`src/tsdw_pkg.sv`:
```
// Package: calendar constants, lane result type and date helper functions.
package tsdw_pkg;

   localparam int YearMax   = 9999;
   localparam int RefDay    = 3;
   localparam int RefMonth  = 10;
   localparam int RefYear   = 2022;
   localparam int DaysYear  = 365;
   localparam int DaysLeap  = 366;

   localparam int DayW      = 22;
   localparam int WdSumW    = 15;

   // Registered per-timestamp result of one lane.
   typedef struct packed {
      logic            valid;
      logic [DayW-1:0] days;
      logic [4:0]      hour;
      logic [5:0]      minute;
      logic [5:0]      second;
      logic [2:0]      weekday;
   } lane_out_type;

   // Days in month; February follows the every-fourth-year rule.
   function automatic logic [4:0] month_len(input logic [3:0] mo, input logic leap);
      logic [4:0] len;
      begin
         case (mo)
            4'd2:                          len = leap ? 5'd29 : 5'd28;
            4'd4, 4'd6, 4'd9, 4'd11:       len = 5'd30;
            default:                       len = 5'd31;
         endcase
         return len;
      end
   endfunction

   // Days before the first of the month.
   function automatic logic [8:0] month_offset(input logic [3:0] mo, input logic leap);
      logic [8:0] off;
      logic [8:0] lp;
      begin
         lp = {8'd0, leap};
         case (mo)
            4'd1:    off = 9'd0;
            4'd2:    off = 9'd31;
            4'd3:    off = 9'd59  + lp;
            4'd4:    off = 9'd90  + lp;
            4'd5:    off = 9'd120 + lp;
            4'd6:    off = 9'd151 + lp;
            4'd7:    off = 9'd181 + lp;
            4'd8:    off = 9'd212 + lp;
            4'd9:    off = 9'd243 + lp;
            4'd10:   off = 9'd273 + lp;
            4'd11:   off = 9'd304 + lp;
            4'd12:   off = 9'd334 + lp;
            default: off = 9'd0;
         endcase
         return off;
      end
   endfunction

   // Residue mod 7 by folding octal digits (8 is 1 mod 7).
   function automatic logic [2:0] mod7(input logic [WdSumW-1:0] x);
      logic [5:0] s1;
      logic [3:0] s2;
      begin
         s1 = 6'(x[2:0]) + 6'(x[5:3]) + 6'(x[8:6]) + 6'(x[11:9]) + 6'(x[14:12]);
         s2 = 4'(s1[2:0]) + 4'(s1[5:3]);
         return (s2 >= 4'd7) ? 3'(s2 - 4'd7) : s2[2:0];
      end
   endfunction

   localparam int RefDays = (RefYear - 1) * DaysYear + (RefYear - 1) / 4
                            + int'(month_offset(4'(RefMonth), (RefYear % 4) == 0))
                            + RefDay - 1;
   localparam int RefMod7 = RefDays % 7;
   // Day minus one, plus a full week, minus the reference residue.
   localparam int WdBias  = 6 - RefMod7;

endpackage

```
`src/tsdw_lane.sv`:
```
// Lane: range check, day number and weekday residue of one timestamp.
module tsdw_lane
   import tsdw_pkg::*;
(
   input  logic         clock,
   input  logic [4:0]   day,
   input  logic [3:0]   month,
   input  logic [13:0]  year,
   input  logic [4:0]   hour,
   input  logic [5:0]   minute,
   input  logic [5:0]   second,
   output lane_out_type lane_out
);

   logic              leap;
   logic [13:0]       yless;
   logic [8:0]        moff;
   logic              ok;
   logic [DayW-1:0]   days;
   logic [WdSumW-1:0] wd_sum;
   lane_out_type      out_ff;
   lane_out_type      out_in;

   assign leap  = (year[1:0] == 2'b00);
   assign yless = year - 14'd1;
   assign moff  = month_offset(month, leap);

   assign ok = (year >= 14'd1) && (year <= 14'(YearMax))
            && (month >= 4'd1) && (month <= 4'd12)
            && (day >= 5'd1) && (day <= month_len(month, leap))
            && (hour < 5'd24) && (minute < 6'd60) && (second < 6'd60);

   assign days = DayW'(yless) * DayW'(DaysYear) + DayW'(yless >> 2)
               + DayW'(moff) + DayW'(day) - DayW'(1);

   // 365 is 1 mod 7, so whole years contribute their count.
   assign wd_sum = WdSumW'(yless) + WdSumW'(yless >> 2) + WdSumW'(moff)
                 + WdSumW'(day) + WdSumW'(WdBias);

   always_comb begin
      out_in.valid   = ok;
      out_in.days    = days;
      out_in.hour    = hour;
      out_in.minute  = minute;
      out_in.second  = second;
      out_in.weekday = mod7(wd_sum);
   end

   always_ff @(posedge clock) begin
      out_ff <= out_in;
   end

   assign lane_out = out_ff;

endmodule

```
`src/tsdw_merge.sv`:
```
// Merge: order the two lanes, subtract with mixed-radix borrows, gate by validity.
module tsdw_merge
   import tsdw_pkg::*;
(
   input  logic            clock,
   input  logic            reset,
   input  logic            lane_vld,
   input  lane_out_type    lane_a,
   input  lane_out_type    lane_b,
   output logic            strobe,
   output logic            first_valid,
   output logic            other_valid,
   output logic            first_not_earlier,
   output logic [DayW-1:0] diff_days,
   output logic [4:0]      diff_hours,
   output logic [5:0]      diff_minutes,
   output logic [5:0]      diff_seconds,
   output logic [2:0]      first_weekday
);

   logic            both;
   logic            a_ge;
   lane_out_type    hi;
   lane_out_type    lo;
   logic [6:0]      ts;
   logic [6:0]      tm;
   logic [5:0]      th;
   logic            bs;
   logic            bm;
   logic            bh;
   logic [5:0]      ds;
   logic [5:0]      dm;
   logic [4:0]      dh;
   logic [DayW-1:0] dd;

   logic            strobe_ff, strobe_in;
   logic            fv_ff, ov_ff, ne_ff;
   logic [DayW-1:0] dd_ff;
   logic [4:0]      dh_ff;
   logic [5:0]      dm_ff, ds_ff;
   logic [2:0]      wd_ff;

   assign both = lane_a.valid && lane_b.valid;
   assign a_ge = (lane_a.days > lane_b.days)
              || ((lane_a.days == lane_b.days)
                  && ({lane_a.hour, lane_a.minute, lane_a.second}
                      >= {lane_b.hour, lane_b.minute, lane_b.second}));
   assign hi = a_ge ? lane_a : lane_b;
   assign lo = a_ge ? lane_b : lane_a;

   always_comb begin
      ts = {1'b0, hi.second} - {1'b0, lo.second};
      bs = ts[6];
      ds = bs ? 6'(ts + 7'd60) : ts[5:0];
      tm = {1'b0, hi.minute} - {1'b0, lo.minute} - 7'(bs);
      bm = tm[6];
      dm = bm ? 6'(tm + 7'd60) : tm[5:0];
      th = {1'b0, hi.hour} - {1'b0, lo.hour} - 6'(bm);
      bh = th[5];
      dh = bh ? 5'(th + 6'd24) : th[4:0];
      dd = hi.days - lo.days - DayW'(bh);
   end

   assign strobe_in = lane_vld;

   always_ff @(posedge clock) begin
      if (reset) begin
         strobe_ff <= 1'b0;
      end else begin
         strobe_ff <= strobe_in;
      end
   end

   always_ff @(posedge clock) begin
      fv_ff <= lane_a.valid;
      ov_ff <= lane_b.valid;
      ne_ff <= both && a_ge;
      dd_ff <= both ? dd : '0;
      dh_ff <= both ? dh : '0;
      dm_ff <= both ? dm : '0;
      ds_ff <= both ? ds : '0;
      wd_ff <= lane_a.valid ? lane_a.weekday : '0;
   end

   assign strobe            = strobe_ff;
   assign first_valid       = fv_ff;
   assign other_valid       = ov_ff;
   assign first_not_earlier = ne_ff;
   assign diff_days         = dd_ff;
   assign diff_hours        = dh_ff;
   assign diff_minutes      = dm_ff;
   assign diff_seconds      = ds_ff;
   assign first_weekday     = wd_ff;

endmodule

```
`src/timestamp_difference_weekday_core.sv`:
```
// Top level: timestamp difference and weekday core, two lanes and a merge stage.
//
// Give two calendar timestamps with start; the core takes one pair every clock
// cycle and busy never rises. Each pair yields exactly one item on the rsp_
// ports, marked by rsp_strobe. A taken pair is registered first in the
// two lanes (range check and day number of each timestamp, done side by side
// with one constant multiply each) and then in the merge stage (ordering
// compare and the day, hour, minute and second subtraction with borrows).
// Nothing is stored between pairs and the receiver cannot stall, so results
// come out in the order the pairs went in, one per cycle at full rate.
// Leap years are every year divisible by four; years outside 1 to 9999 are
// invalid. With either timestamp invalid the difference fields read zero; the
// weekday (0 Monday to 6 Sunday) needs only the first timestamp to be valid.
module timestamp_difference_weekday_core
   import tsdw_pkg::*;
(
   input  logic            clock,
   input  logic            reset,
   input  logic            start,
   output logic            busy,
   input  logic [4:0]      req_first_day,
   input  logic [3:0]      req_first_month,
   input  logic [13:0]     req_first_year,
   input  logic [4:0]      req_first_hour,
   input  logic [5:0]      req_first_minute,
   input  logic [5:0]      req_first_second,
   input  logic [4:0]      req_other_day,
   input  logic [3:0]      req_other_month,
   input  logic [13:0]     req_other_year,
   input  logic [4:0]      req_other_hour,
   input  logic [5:0]      req_other_minute,
   input  logic [5:0]      req_other_second,
   output logic            rsp_strobe,
   output logic            rsp_first_valid,
   output logic            rsp_other_valid,
   output logic            rsp_first_not_earlier,
   output logic [DayW-1:0] rsp_diff_days,
   output logic [4:0]      rsp_diff_hours,
   output logic [5:0]      rsp_diff_minutes,
   output logic [5:0]      rsp_diff_seconds,
   output logic [2:0]      rsp_first_weekday
);

   lane_out_type lane_first;
   lane_out_type lane_other;
   logic         lane_vld_ff;
   logic         lane_vld_in;

   // The pipeline never holds an item, so accept on every cycle.
   assign busy        = 1'b0;
   assign lane_vld_in = start && !busy;

   // Track which lane outputs carry a taken item.
   always_ff @(posedge clock) begin
      if (reset) begin
         lane_vld_ff <= 1'b0;
      end else begin
         lane_vld_ff <= lane_vld_in;
      end
   end

   // First timestamp lane; its weekday is the one reported.
   tsdw_lane u_lane_first (
      .clock    (clock),
      .day      (req_first_day),
      .month    (req_first_month),
      .year     (req_first_year),
      .hour     (req_first_hour),
      .minute   (req_first_minute),
      .second   (req_first_second),
      .lane_out (lane_first)
   );

   // Second timestamp lane.
   tsdw_lane u_lane_other (
      .clock    (clock),
      .day      (req_other_day),
      .month    (req_other_month),
      .year     (req_other_year),
      .hour     (req_other_hour),
      .minute   (req_other_minute),
      .second   (req_other_second),
      .lane_out (lane_other)
   );

   // Combine both lanes into the result item.
   tsdw_merge u_merge (
      .clock             (clock),
      .reset             (reset),
      .lane_vld          (lane_vld_ff),
      .lane_a            (lane_first),
      .lane_b            (lane_other),
      .strobe            (rsp_strobe),
      .first_valid       (rsp_first_valid),
      .other_valid       (rsp_other_valid),
      .first_not_earlier (rsp_first_not_earlier),
      .diff_days         (rsp_diff_days),
      .diff_hours        (rsp_diff_hours),
      .diff_minutes      (rsp_diff_minutes),
      .diff_seconds      (rsp_diff_seconds),
      .first_weekday     (rsp_first_weekday)
   );

   // Every taken item comes out with rsp_strobe set.
   a_latency: assert property (@(posedge clock) disable iff (reset)
      (start && !busy) |-> ##2 rsp_strobe)
      else $error("taken item did not produce a result two cycles later");

   // Borrow chain must leave remainders within their radix.
   a_radix: assert property (@(posedge clock) disable iff (reset)
      rsp_strobe |-> (rsp_diff_hours < 5'd24) && (rsp_diff_minutes < 6'd60)
                     && (rsp_diff_seconds < 6'd60))
      else $error("difference remainder out of range");

   // Ordering flag only for a pair of valid timestamps.
   a_order_valid: assert property (@(posedge clock) disable iff (reset)
      (rsp_strobe && rsp_first_not_earlier) |-> (rsp_first_valid && rsp_other_valid))
      else $error("ordering flag set with an invalid timestamp");

   // Invalid first timestamp zeroes weekday and difference.
   a_first_invalid: assert property (@(posedge clock) disable iff (reset)
      (rsp_strobe && !rsp_first_valid)
         |-> (rsp_first_weekday == 3'd0) && (rsp_diff_days == '0))
      else $error("invalid first timestamp left nonzero fields");

endmodule
```
`config.mk`:
```
export PLATFORM = sky130hd
export DESIGN_NAME = timestamp_difference_weekday_core
export DESIGN_NICKNAME = d
export VERILOG_FILES = /design/src/tsdw_pkg.sv /design/src/tsdw_lane.sv /design/src/tsdw_merge.sv /design/src/timestamp_difference_weekday_core.sv
export SDC_FILE = /design/constraint.sdc
export NUM_CORES = 1
export LEC_CHECK = 0
export BUFFER_PORTS_ARGS = -buffer_cell sky130_fd_sc_hd__buf_2
export CAP_MARGIN = 20
export CELL_PAD_IN_SITES_DETAIL_PLACEMENT = 0
export CELL_PAD_IN_SITES_GLOBAL_PLACEMENT = 1
export CORE_AREA = 3 3 192 194
export DETAILED_ROUTE_END_ITERATION = 10
export DIE_AREA = 0 0 195 197
export PLACE_DENSITY = 0.77
export SKIP_CTS_REPAIR_TIMING = 1
export SLEW_MARGIN = 5
export SYNTH_ARGS = -nofsm -noshare
export SYNTH_HDL_FRONTEND = slang
export SYNTH_SLANG_ARGS = --single-unit
```
`constraint.sdc`:
```
create_clock -name clock -period 17.9 [get_ports clock]
set_input_delay 0 -clock clock [delete_from_list [all_inputs] [get_ports clock]]
set_output_delay 0 -clock clock [all_outputs]
set_load 0.02 [all_outputs]
```
== After elaboration in Yosys (flattened, before gate mapping) ==
Index checks and enable logic that the tools add are counted.

* Add/sub/neg operators: 60
* Multiply operators: 2
* $lt $le $gt $ge: 22
* Equality and inequality tests: 23
* Multiplexer cells: 13
* Reduce and logical (&&, ||, !) cells: 24

{| class="wikitable"
|+ Operators with widths
! cell !! count
|-
| one-hot mux 9 bit (11 select lines) || 2
|-
| two-way mux 42 bit || 2
|-
| adder 8 x 1 -> 9 bit, first input constant || 8
|-
| adder 9 x 1 -> 9 bit, first input constant || 6
|-
| adder 22 x 12 -> 22 bit || 2
|-
| adder 22 x 5 -> 22 bit || 2
|-
| adder 22 x 9 -> 22 bit || 2
|-
| multiplier 14 x 9 -> 22 bit, second input constant || 2
|-
| subtractor 22 x 1 -> 22 bit, second input constant || 2
|-
| == test 4 bit, second input constant || 10
|-
| adder 6 x 3 -> 6 bit || 6
|-
| adder 7 x 1 -> 8 bit, first input constant || 4
|-
| == test 4 x 3 -> 1 bit, second input constant || 8
|-
| adder 14 x 12 -> 15 bit || 2
|-
| adder 15 x 3 -> 15 bit, second input constant || 2
|-
| adder 15 x 5 -> 15 bit || 2
|-
| adder 15 x 9 -> 15 bit || 2
|-
| greater-or-equal comparator 14 x 1 -> 1 bit, second input constant || 2
|-
| less-or-equal comparator 14 bit, second input constant || 2
|-
| subtractor 14 x 1 -> 14 bit, second input constant || 2
|-
| < comparator 6 bit, second input constant || 4
|-
| == test 22 bit || 1
|-
| > comparator 22 bit || 1
|-
| subtractor 22 x 1 -> 22 bit || 1
|-
| other kinds (27) || 67
|}

* Flip-flop bits (word level): 133
* Bits of input ports: 83
* Output and inout bits: 47
* Word-level logic and storage cells: 166

== Longest topological paths before layout ==
* Word-level depth: 13
* Gate-level depth with buffers: 40
* Depth with buffers taken out: 39

== Cells and area by module ==
Synthesis repeated with hierarchy kept, for this count alone.

* Cell total of the unflattened synthesis: 1,973
* Area, all modules: 17,717.0 µm²

{| class="wikitable"
|+ By module, submodules not included
! module !! times used !! cells each !! area each (µm²) !! sequential area each (µm²)
|-
| tsdw_lane at u_lane_other || 1 || 694 || 6,605.1 || 860.8
|-
| tsdw_lane at u_lane_first || 1 || 684 || 6,503.7 || 860.8
|-
| tsdw_merge || 1 || 591 || 4,563.1 || 920.9
|-
| timestamp_difference_weekday_core || 1 || 4 || 45.0 || 20.0
|}

== Worst setup path after synthesis ==
No wires, ideal clock.

* Path kind: register to register
* Start: reg u_lane_other.out_ff, in the netlist u_lane_other.lane_out[23]
* End: reg u_merge.dd_ff[20] (netlist: u_merge.diff_days[20])
* Setup time: 128 ps
* Arrival time: 8,463 ps
* Data required time: 17,772 ps
* Path slack: 9,310 ps
* Stages on the path, launching flop included: 40
* Buffers on the path: 4
* Clock period less this slack: 8,590 ps
* Cells stage by stage: dfxtp_1 inv_1 ha_1 a21o_1 a21oi_1 o221ai_1 a2111oi_2 a21o_1 buf_6 clkbuf_1 clkbuf_1 clkbuf_1 o21ai_0 fa_1 fa_1 a21oi_1 o21ai_0 nand2b_1 [4 not listed] nand2b_1 a2111o_1 o211ai_2 xnor2_1 fa_1 inv_1 fa_1 a21boi_0 o21a_1 o21ai_0 a21oi_1 o21a_1 o41a_1 a31oi_1 o211a_1 o41ai_1 xnor2_1 nor2_1

* Word-level cells in the longest chain between the ends: 8
* Elaborated cells between the ends (all ways): 13
* Those cells by class: add/sub: 7; order compare: 1; eq/ne: 1; mux: 2; reduce/logical: 2

{| class="wikitable"
|+ RTL lines
! what !! line !! source
|-
| start, declared || tsdw_lane.sv:21 || <nowiki>lane_out_type out_ff;</nowiki>
|-
| start signal, assigned || tsdw_lane.sv:50 || <nowiki>out_ff <= out_in;</nowiki>
|-
| parallel branches: the longest is 7 deep, another holds > comparator 22 bit || n/a ||
|-
| subtractor 22 x 1 -> 22 bit * || tsdw_merge.sv:61 || <nowiki>dd = hi.days - lo.days - DayW'(bh);</nowiki>
|-
| end signal, assigned || tsdw_merge.sv:78 || <nowiki>dd_ff <= both ? dd : '0;</nowiki>
|-
| end, declared || tsdw_merge.sv:38 || <nowiki>logic [DayW-1:0] dd_ff;</nowiki>
|}

Every way passes the cells marked *.
A chain may end at the register's enable or synchronous reset.

== Worst setup path after layout ==
Same ends and word-level chain as after synthesis.

==> PnR_summary.wiki <==
{| class="wikitable"
! Metric !! Value
|-
| Routed length per instance || 15.6 µm
|-
| Reg clk slew, reported paths || 0.07 ns
|-
| Cells after synthesis || 1,767
|-
| Number of storage elements in the synthesis netlist || 130
|-
| Relative slew slack || 0.396
|-
| Leading post-synthesis cells by cell area || sky130_fd_sc_hd__fa_1, sky130_fd_sc_hd__ha_1, sky130_fd_sc_hd__dfxtp_1
|-
| Global-route wire length before repair || 61.7 mm
|-
| Layout cells sized above 1 || 0.0967
|-
| Net count of the finished layout || 2,449
|-
| Overall routed net length || 37.5 mm
|-
| Slew Limit Fails || 0
|-
| Cell repeated most along the worst path || sky130_fd_sc_hd__fa_1
|-
| Post-detailed-route DRC marker count || 0
|-
| Min-Delay Startpoint || req_first_year[12]
|-
| Hold_ws || -0.0493 ns
|-
| Critical path type || flop to flop
|-
| Via count of the first global-routing pass || 12,356
|-
| Final worst-path cycle share || 0.556
|-
| RSZ-0062 raised after global routing || no
|-
| Placer Congestion || 0.899
|-
| Final Util || 0.508
|-
| Count of flip-flops with a built-in enable after synthesis || 0
|-
| Complex-gate fraction of the synthesized area || 0.115
|-
| Detailed-placement wirelength estimate || 31.4 mm
|-
| Number of detailed-routing iterations run before antenna repair || 5
|-
| Synth warn || 0
|-
| Critical-path cell with the highest stage delay || sky130_fd_sc_hd__a2111oi_2
|-
| Synthesized-area fraction occupied by adder cells || 0.431
|-
| Combinational family with the most area after synthesis || adder cells
|-
| Area added between synthesis and finish || 13.4%
|-
| Outcome || finished, violations left
|-
| Syn_area_per_cell || 8.97 µm²
|-
| Post-Synthesis Cell Area || 15,900 µm²
|-
| Commonest cells in the synthesized netlist || sky130_fd_sc_hd__inv_1, sky130_fd_sc_hd__ha_1, sky130_fd_sc_hd__fa_1
|-
| Core region area || 35,400 µm²
|-
| Top-Level Pins || 130
|-
| Final-report hold violation count || 1
|-
| Max Cap Violations || 0
|-
| Asr flop ratio synth || 0
|-
| Initial antenna violation count || 1
|-
| Initial DRC Count || 585
|-
| Crit Reg-Reg Startpoint || u_lane_other.lane_out[23]$_DFF_P_
|-
| Final period demand of the worst path || 9.95 ns
|-
| Worst hold path depth || 4
|-
| Library cell with the largest summed area after synthesis || sky130_fd_sc_hd__fa_1
|-
| Setup crit start kind || flop
|-
| Hold-critical path endpoint || u_lane_first.lane_out[42]$_DFF_P_
|-
| Number of cells on the worst reg-to-reg path || 38
|-
| Full die area || 38,400 µm²
|-
| Number of buffers created by CTS || 17
|-
| Post-synthesis mux area share || 0.00884
|-
| Total clock sinks || 130
|-
| Portion of synthesized cell area occupied by the leading cell type || 0.234
|-
| GRT Residual Overflow || 0
|-
| Hold Path Class || input pin to flop
|-
| Clock Root Buffer || sky130_fd_sc_hd__clkbuf_16
|-
| Die height || 197 µm
|-
| Pin count of the biggest net entering global routing || 74
|-
| Main flop type after synthesis || sky130_fd_sc_hd__dfxtp_1
|-
| CTS tree || built
|-
| Count of final setup violators || 0
|-
| Worst setup skew after layout || 0.0139 ns
|-
| Failing checks || hold timing
|-
| DRT antenna net count || 0
|-
| Slew at the pin closest to its max-slew limit || 0.898 ns
|-
| Vias per std cell || 5.08
|-
| Clock insertion delay at the later pin of the skew report || 0.43 ns
|-
| CP arrival || 10.25 ns
|-
| X dimension of the die || 195 µm
|-
| Simple-Gate Fraction of Synth Area || 0.121
|-
| Inserted Diodes || 0
|-
| Post-synth cell types || 65
|-
| Portion of the post-synthesis area used by sequential elements || 0.164
|-
| I/O Buffers || 128
|-
| Maximum fanout count along the critical path || 73
|-
| Clock tree buffer depth || 2
|-
| Syn Nets || 2,285
|-
| Effective utilization at floorplan || 0.448
|-
| Std cell rows || 69
|-
| Endpoint of the most critical register-to-register path || u_merge.diff_days[20]$_SDFF_PN0_
|-
| Fmax || 101 MHz
|-
| Register-to-register setup slack || 7.95 ns
|-
| Slowest Stage Delay on Critical Path || 0.74 ns
|-
| XOR/XNOR share of the synthesized area || 0.0650
|-
| Sum Neg Setup Slack || 0 ns
|-
| Worst EP required || 18.20 ns
|-
| Vias || 12,227
|-
| CP endpoint kind || flop
|-
| H-tree depth reported by CTS || 4
|-
| Most common cell in the netlist || sky130_fd_sc_hd__inv_1
|-
| GRT Util Overall || 0.198
|}
-- metrics by stage --
step	worst slack, ns	instance area [µm²]	std cells	hold slack, ns
after CTS	7.96	17600	2367	-0.346
final	7.95	18000	2405	-0.0493
after floorplan	9.31	15900	1767	0.0277
after detailed placement	8.00	17000	2335	0.104
after global placement	8.35	17000	2335	0.105
after global routing	7.21	18000	2405	0.00118
-- final cells by class --
| class | instances | area [µm²] |
|---|---|---|
| multi-input cells | 1239 | 11700 |
| inverters | 370 | 1390 |
| repair buffers | 173 | 1070 |
| clock buffers | 17 | 425 |
| flip-flops and latches | 130 | 2600 |
| clock inverters | 15 | 169 |
| fillers | 3359 | 17400 |
| well taps | 461 | 577 |
-- routing by layer --
metal,track usage,vias to the layer above,part of all wire
met2,0.330,209,0.46
met4,0.0615,0,0.025
met3,0.0274,40,0.037
met5,0,-,0
li1,-,6117,-
met1,0.269,5861,0.47
-- registers in the layout, summed over array words and instances, names as in the netlist --
| register | count |
|---|---|
| u_lane_first.lane_out | 43 |
| u_merge.diff_hours | 5 |
| u_merge.diff_days | 22 |
| u_merge.first_weekday | 3 |
| u_merge.strobe | 1 |
| lane_vld_ff | 1 |
| u_merge.diff_minutes | 6 |
| u_lane_other.lane_out | 40 |
| u_merge.diff_seconds | 6 |
| u_merge.first_not_earlier | 1 |
| u_merge.first_valid | 1 |
| u_merge.other_valid | 1 |
-- placed cells by master, fill, tap and decap left out, types with 6 or more instances in the layout --
cell,n
sky130_fd_sc_hd__a21boi_0,6
sky130_fd_sc_hd__dlygate4sd3_1,38
sky130_fd_sc_hd__nand2_1,58
sky130_fd_sc_hd__nor4_1,8
sky130_fd_sc_hd__xor2_1,37
sky130_fd_sc_hd__nor2_1,131
sky130_fd_sc_hd__clkbuf_16,17
sky130_fd_sc_hd__inv_1,370
sky130_fd_sc_hd__nor3_1,29
sky130_fd_sc_hd__a31oi_1,9
sky130_fd_sc_hd__fa_1,185
sky130_fd_sc_hd__xnor2_1,78
sky130_fd_sc_hd__a21o_1,26
sky130_fd_sc_hd__mux2i_1,8
sky130_fd_sc_hd__or2_2,9
sky130_fd_sc_hd__o21ai_0,59
sky130_fd_sc_hd__or3_1,13
sky130_fd_sc_hd__a21oi_1,108
sky130_fd_sc_hd__nor2b_1,16
sky130_fd_sc_hd__and3_1,39
sky130_fd_sc_hd__buf_4,7
sky130_fd_sc_hd__nand4_1,14
sky130_fd_sc_hd__nand3_1,25
sky130_fd_sc_hd__o211ai_1,7
sky130_fd_sc_hd__ha_1,250
sky130_fd_sc_hd__nand2b_1,15
sky130_fd_sc_hd__and2_1,14
sky130_fd_sc_hd__buf_2,128
sky130_fd_sc_hd__a211oi_1,9
sky130_fd_sc_hd__dfxtp_1,130
-- worst max path at each step --
stage | start | end | slack, ns | depth (start not counted)
floorplan | u_lane_other.lane_out[23]$_DFF_P_ | u_merge.diff_days[20]$_SDFF_PN0_ | 9.31 | 39
global placement | u_lane_other.lane_out[23]$_DFF_P_ | u_merge.diff_days[20]$_SDFF_PN0_ | 8.35 | 38
detailed placement | u_lane_other.lane_out[23]$_DFF_P_ | u_merge.diff_days[20]$_SDFF_PN0_ | 8.00 | 38
CTS | u_lane_other.lane_out[23]$_DFF_P_ | u_merge.diff_days[20]$_SDFF_PN0_ | 7.96 | 38
global route | u_lane_other.lane_out[23]$_DFF_P_ | u_merge.diff_days[20]$_SDFF_PN0_ | 7.21 | 38
finish | u_lane_other.lane_out[23]$_DFF_P_ | u_merge.diff_days[20]$_SDFF_PN0_ | 7.95 | 38
-- kinds of logic after synthesis --
group / Yosys count
muxes: 13
AOI/OAI and AO/OA: 287
buffers and inverters: 398
adders and majority gates: 435
DFF: 130
xor gates and xnor gates: 116
other: 1
and+or+nand+nor: 387
-- critical path, delay by kind of cell (launching register included) --
kind                     cells  cell delay (ns)
flip-flops                   1             0.33
AND/OR/NAND/NOR              3             0.28
buffers and inverters        3             0.69
adder cells (fa/ha/maj)      7             2.63
AO/OA/AOI/OAI               22             5.25
XOR/XNOR                     3             0.64
Power is not shown: default switching activity piles up to over one toggle a cycle in this logic, so the estimate is an artifact.
